--- src/hw/rtl/cht_pkg.sv ---
// Package for the coordinate hash table probe block.
// Holds table sizes, slot status codes, action codes and the FNV-1a hash constants.
// No dependencies.
`default_nettype none

package cht_pkg;

  localparam int TABLE_SLOTS = 256;
  localparam int COORD_BITS  = 16;

  typedef logic [1:0] status_t;
  typedef logic [1:0] action_t;

  localparam status_t ST_VACANT   = 2'd0;
  localparam status_t ST_OCCUPIED = 2'd1;
  localparam status_t ST_DELETED  = 2'd2;

  localparam action_t ACT_LOOKUP = 2'd0;
  localparam action_t ACT_INSERT = 2'd1;
  localparam action_t ACT_STREAM = 2'd2;
  localparam action_t ACT_NOP    = 2'd3;

  localparam logic [31:0] FNV_BASIS = 32'd2166136261;
  localparam logic [31:0] FNV_PRIME = 32'd16777619;

endpackage

`default_nettype wire

--- src/hw/rtl/cht_hash.sv ---
// FNV-1a hash of a 3-D coordinate key, reduced to a table slot index.
// One multiply per cycle; the table size is a power of two, so the slot is the low bits.
// Depends on cht_pkg.
`default_nettype none

module cht_hash (
  input  wire logic                                    clk,
  input  wire logic                                    rst_n,
  input  wire logic                                    start,
  input  wire logic [cht_pkg::COORD_BITS-1:0]          key_x,
  input  wire logic [cht_pkg::COORD_BITS-1:0]          key_y,
  input  wire logic [cht_pkg::COORD_BITS-1:0]          key_z,
  output logic                                         done,
  output logic [$clog2(cht_pkg::TABLE_SLOTS)-1:0]      slot
);

  localparam int IDX = $clog2(cht_pkg::TABLE_SLOTS);

  typedef enum logic {H_IDLE, H_MIX} hstate_t;

  hstate_t              state_r;
  logic [1:0]           cnt_r;
  logic [31:0]          h_r;
  logic [31:0]          wx_r, wy_r, wz_r;
  logic [IDX-1:0]       slot_r;
  logic                 done_r;
  logic [31:0]          word;
  logic [31:0]          mix;

  always_comb begin
    case (cnt_r)
      2'd0:    word = wx_r;
      2'd1:    word = wy_r;
      default: word = wz_r;
    endcase
    mix = (h_r ^ word) * cht_pkg::FNV_PRIME;
  end

  always_ff @(posedge clk) begin
    if (!rst_n) begin
      state_r <= H_IDLE;
      done_r  <= 1'b0;
      cnt_r   <= '0;
    end else begin
      done_r <= 1'b0;
      case (state_r)
        H_IDLE: begin
          if (start) begin
            h_r     <= cht_pkg::FNV_BASIS;
            wx_r    <= 32'($signed(key_x));
            wy_r    <= 32'($signed(key_y));
            wz_r    <= 32'($signed(key_z));
            cnt_r   <= '0;
            state_r <= H_MIX;
          end
        end
        H_MIX: begin
          h_r   <= mix;
          cnt_r <= cnt_r + 2'd1;
          if (cnt_r == 2'd2) begin
            cnt_r   <= '0;
            slot_r  <= mix[IDX-1:0];
            done_r  <= 1'b1;
            state_r <= H_IDLE;
          end
        end
        default: state_r <= H_IDLE;
      endcase
    end
  end

  assign done = done_r;
  assign slot = slot_r;

endmodule

`default_nettype wire

--- config.mk ---
export PLATFORM = sky130hd
export DESIGN_NAME = cht_hash
export DESIGN_NICKNAME = d
export VERILOG_FILES = /design/src/hw/rtl/cht_pkg.sv /design/src/hw/rtl/cht_hash.sv
export SDC_FILE = /design/constraint.sdc
export NUM_CORES = 1
export LEC_CHECK = 0
export BUFFER_PORTS_ARGS = -buffer_cell sky130_fd_sc_hd__buf_2
export CAP_MARGIN = 20
export CORE_ASPECT_RATIO = 1.25
export CORE_UTILIZATION = 50
export CTS_BUF_LIST = sky130_fd_sc_hd__clkbuf_2
export DETAILED_ROUTE_END_ITERATION = 8
export HOLD_SLACK_MARGIN = 0.15
export PLACE_DENSITY = 0.79
export SETUP_SLACK_MARGIN = 0.4
export SYNTH_ARGS = -nofsm -noshare
export SYNTH_HDL_FRONTEND = slang
export SYNTH_SLANG_ARGS = --single-unit
--- constraint.sdc ---
create_clock -name clk -period 4.5 [get_ports clk]
set_clock_uncertainty 0.05 [all_clocks]
set_input_delay 0.225 -clock clk [delete_from_list [all_inputs] [get_ports clk]]
set_output_delay 0.225 -clock clk [all_outputs]
set_load 0.05 [all_outputs]
==> flow_summary.toml <==
[run_status]
outcome = "completed"

[sta]
relSlewSlack_pct = 42.9
setup_slack_ps = 578
rsz0062_at_grt = "no"
fmax_mhz = 255
fin_crit_sh_pct = 87.2
fin_setup_tns_ps = 0
slew_viol_final = 0
tightest_slew_ps = 853
hold_ws_ps = 474
finalCriticalPeriod_ps = 3920
setup_viol = 0
final_hold_viol_count = 0

[route]
dr.pass1.iters = 6
via_per_inst = 5.01
drc = 0
routed-via-count = 1352
ant_nets = 0
drtIter0Drc = 44
routedWlPerCell_um = 14.9
wirelength_um = 4030

[floorplan]
die_w_um = 60.0
core_um2 = 4070
io_pins = 60
rows = 26
initial_utilization_pct = 51.7
design.die.area_um2 = 4470
die-height_um = 74.5

[logic_synthesis]
synth_seq_cells = 44
avgSynthCellArea_um2 = 14.9
syn-instance-count = 141
yosysUniqueCellTypes = 26
yosysWarnings = 0
synth_nets = 214
ys_seq_area_share_pct = 61.0
syn_area_um2 = 2100

[placed_design]
dp_hpwl_um = 2440
port_buffers = 35
dp_slack_ps = 308
place.gp.congestion = 0.776

[layout]
ff_latch_area_um2 = 1290
multi_input_area_um2 = 796
drive_gt1_share_pct = 25.7
n_fill_cell = 281
area_delta_synth_final_pct = 29.8
n_antenna_cell = 0
nets = 286

[critical_path]
required_ps = 4640
worstReg2RegEnd = "h_r[7]"
cp_max_fo = 6
crit_start = "cnt_r[0]"
start_kind = "flip-flop"
critPathKind = "flip-flop to flip-flop"
end_kind = "flip-flop"
max_stage_delay_ps = 450
reg2reg_depth = 14
cp_slowest_cell = "xor3_1"
crit_chain = "buf_4 -> mux2i_1 -> o21ai_1 -> xor2_1 -> ha_1 -> ha_1 -> ha_1 -> ha_1 -> ha_1 -> xor2_1 -> xnor3_1 -> xor3_1 -> nand2b_4 -> mux2_4"
cp_common_cell = "ha_1"
r2r_slack_ps = 580
worstPathArrival_ps = 4060
r2r_start = "cnt_r[0]"

[clocking]
cts_root_buffer = "clkbuf_2"
cts_buffers = 5
cts_buffer_depth = 2
clk-insertion-delay-late_ps = 390
cts_tree = "built"
clk_pin_slew_worst_paths_ps = 220
clock_sinks = 44
htree_levels = 2

[min_path]
whs_path_depth = 2
hold_path_end = "wy_r[7]"
hold_class = "input port to flip-flop"
min-delay-start = "key_y[7]"

[power_and_ir_drop]
power_frac_comb_pct = 43.8
p_per_area_nw_per_um2 = 485
power_frac_clock_pct = 16.2
power_switching_uw = 374
vdd_drop_max_mv = 0.254
intPower_uw = 949
p_seq_share_pct = 40.0
sw_frac_of_total_pct = 28.3
power_leakage_uw = 0.00114

[grt]
grt_pass1_vias = 1401
grt_pass1_wl_um = 6200
grt_max_degree = 25
antenna_found_initial = 0
grt-ovfl-total = 0
track_usage_pct = 19.8

[flow_run]
cap_violations = 0
==> metrics by stage <==
| step | utilization, % | std cells | instance area [um^2] | total power (uW) |
|---|---|---|---|---|
| 2_1_floorplan | - | 141 | 2100 | 994 |
| 3_5_place_dp | 57.7 | 231 | 2340 | 1100 |
| 5_1_grt | 67.1 | 270 | 2730 | 1410 |
| 3_3_place_gp | 57.7 | 231 | 2340 | 1070 |
| 4_1_cts | 65.9 | 266 | 2680 | 1320 |
| 6_report | 67.1 | 270 | 2730 | 1320 |
==> area by class of cell <==
cell class | instances | share of cell area [%]
Sequential cell | 44 | 47.2
Multi-Input combinational cell | 91 | 29.2
Timing Repair Buffer | 69 | 18.5
Tap cell | 56 | 2.57
Clock inverter | 3 | 1.38
Clock buffer | 5 | 0.917
Inverter | 2 | 0.275
==> layer usage <==
| metal | wire [um] | GRT usage [%] | share of wire (%) | vias to the layer above |
|---|---|---|---|---|
| li1 | - | - | - | 651 |
| met1 | 1460 | 20.1 | 36 | 648 |
| met2 | 2280 | 35.8 | 57 | 41 |
| met3 | 166 | 5.22 | 4.1 | 12 |
| met4 | 126 | 11.4 | 3.1 | 0 |
| met5 | 0 | 0 | 0 | - |
==> placed cells by master, fill, tap and decap left out, drive strengths merged, types with 5 or more instances in the layout <==
cell type,n
buf,42
o21ai,8
ha,21
nor2,8
clkbuf,5
nand2,12
and2,5
xor2,8
xnor2,5
edfxtp,40
dlygate4sd3,27
mux2i,8
==> worst max-delay path, delay by kind of cell, from the launching register on <==
family	cells	cell delay, ps
adder cells (fa/ha/maj)	5	1270
XOR/XNOR	4	1120
multiplexers	2	460
flip-flops	1	440
AND/OR/NAND/NOR	1	160
buffers and inverters	1	120
AO/OA/AOI/OAI	1	100
==> power groups by stage <==
stage / logic (uW) / registers [uW] / clock network, uW
after floorplan: 460 / 535 / 0
after global placement: 532 / 538 / 0
after detailed placement: 558 / 538 / 0
after CTS: 580 / 529 / 213
after global routing: 644 / 532 / 229
final: 580 / 529 / 214
==> registers in the layout (all words and copies together), names as in the netlist <==
register	cells
done	1
slot	8
h_r	8
state_r	1
wx_r	8
cnt_r	2
wy_r	8
wz_r	8
==> cell families (layout without fill, tap and decap cells) <==
kind of cell    count (synthesis)  count (layout)  synth area share, %
fa+ha+maj                      22              22                 13.5
simple gates                   30              30                 7.02
xor+xnor                       16              16                 8.75
compound gates                 14              14                 3.63
mux                             9               9                 4.52
buf+inv                         6              79                 1.67
flops                          44              44                 61.0
==> worst max path at each step <==
stage,endpoint,slack (ps)
after floorplan,h_r[7],610
after global placement,h_r[7],370
after detailed placement,h_r[7],310
after CTS,h_r[7],440
after global routing,h_r[7],430
final,h_r[7],580
==> cell usage after synthesis, drive strengths merged <==
library cell   n  area, um^2
edfxtp        40        1200
ha            21         263
nand2         12        45.0
mux2i          8        80.1
nor2           8        30.0
o21ai          8        40.0
xor2           8        70.1
and2           5        31.3
xnor2          5        43.8
a21oi          4        20.0
dfxtp          4        80.1
buf            3        23.8
nand2b         3        26.3
a21o           2        16.3
inv            2        7.51
xor3           2        47.6
clkbuf         1        3.75
fa             1        20.0
mux2           1        15.0
nand3b         1        7.51
nor3b          1        7.51
xnor3          1        22.5
==> timing repair <==
| item | in CTS | in global routing |
|---|---|---|
| hold buffers | 27 | 0 |
| hold endpoints to repair | 27 | 0 |
| resized for setup | 1 | 3 |
| setup endpoints to repair | 1 | 1 |
| pin swaps | 0 | 0 |
| buffers inserted | 0 | 3 |
(Power assumes the default switching activity.)
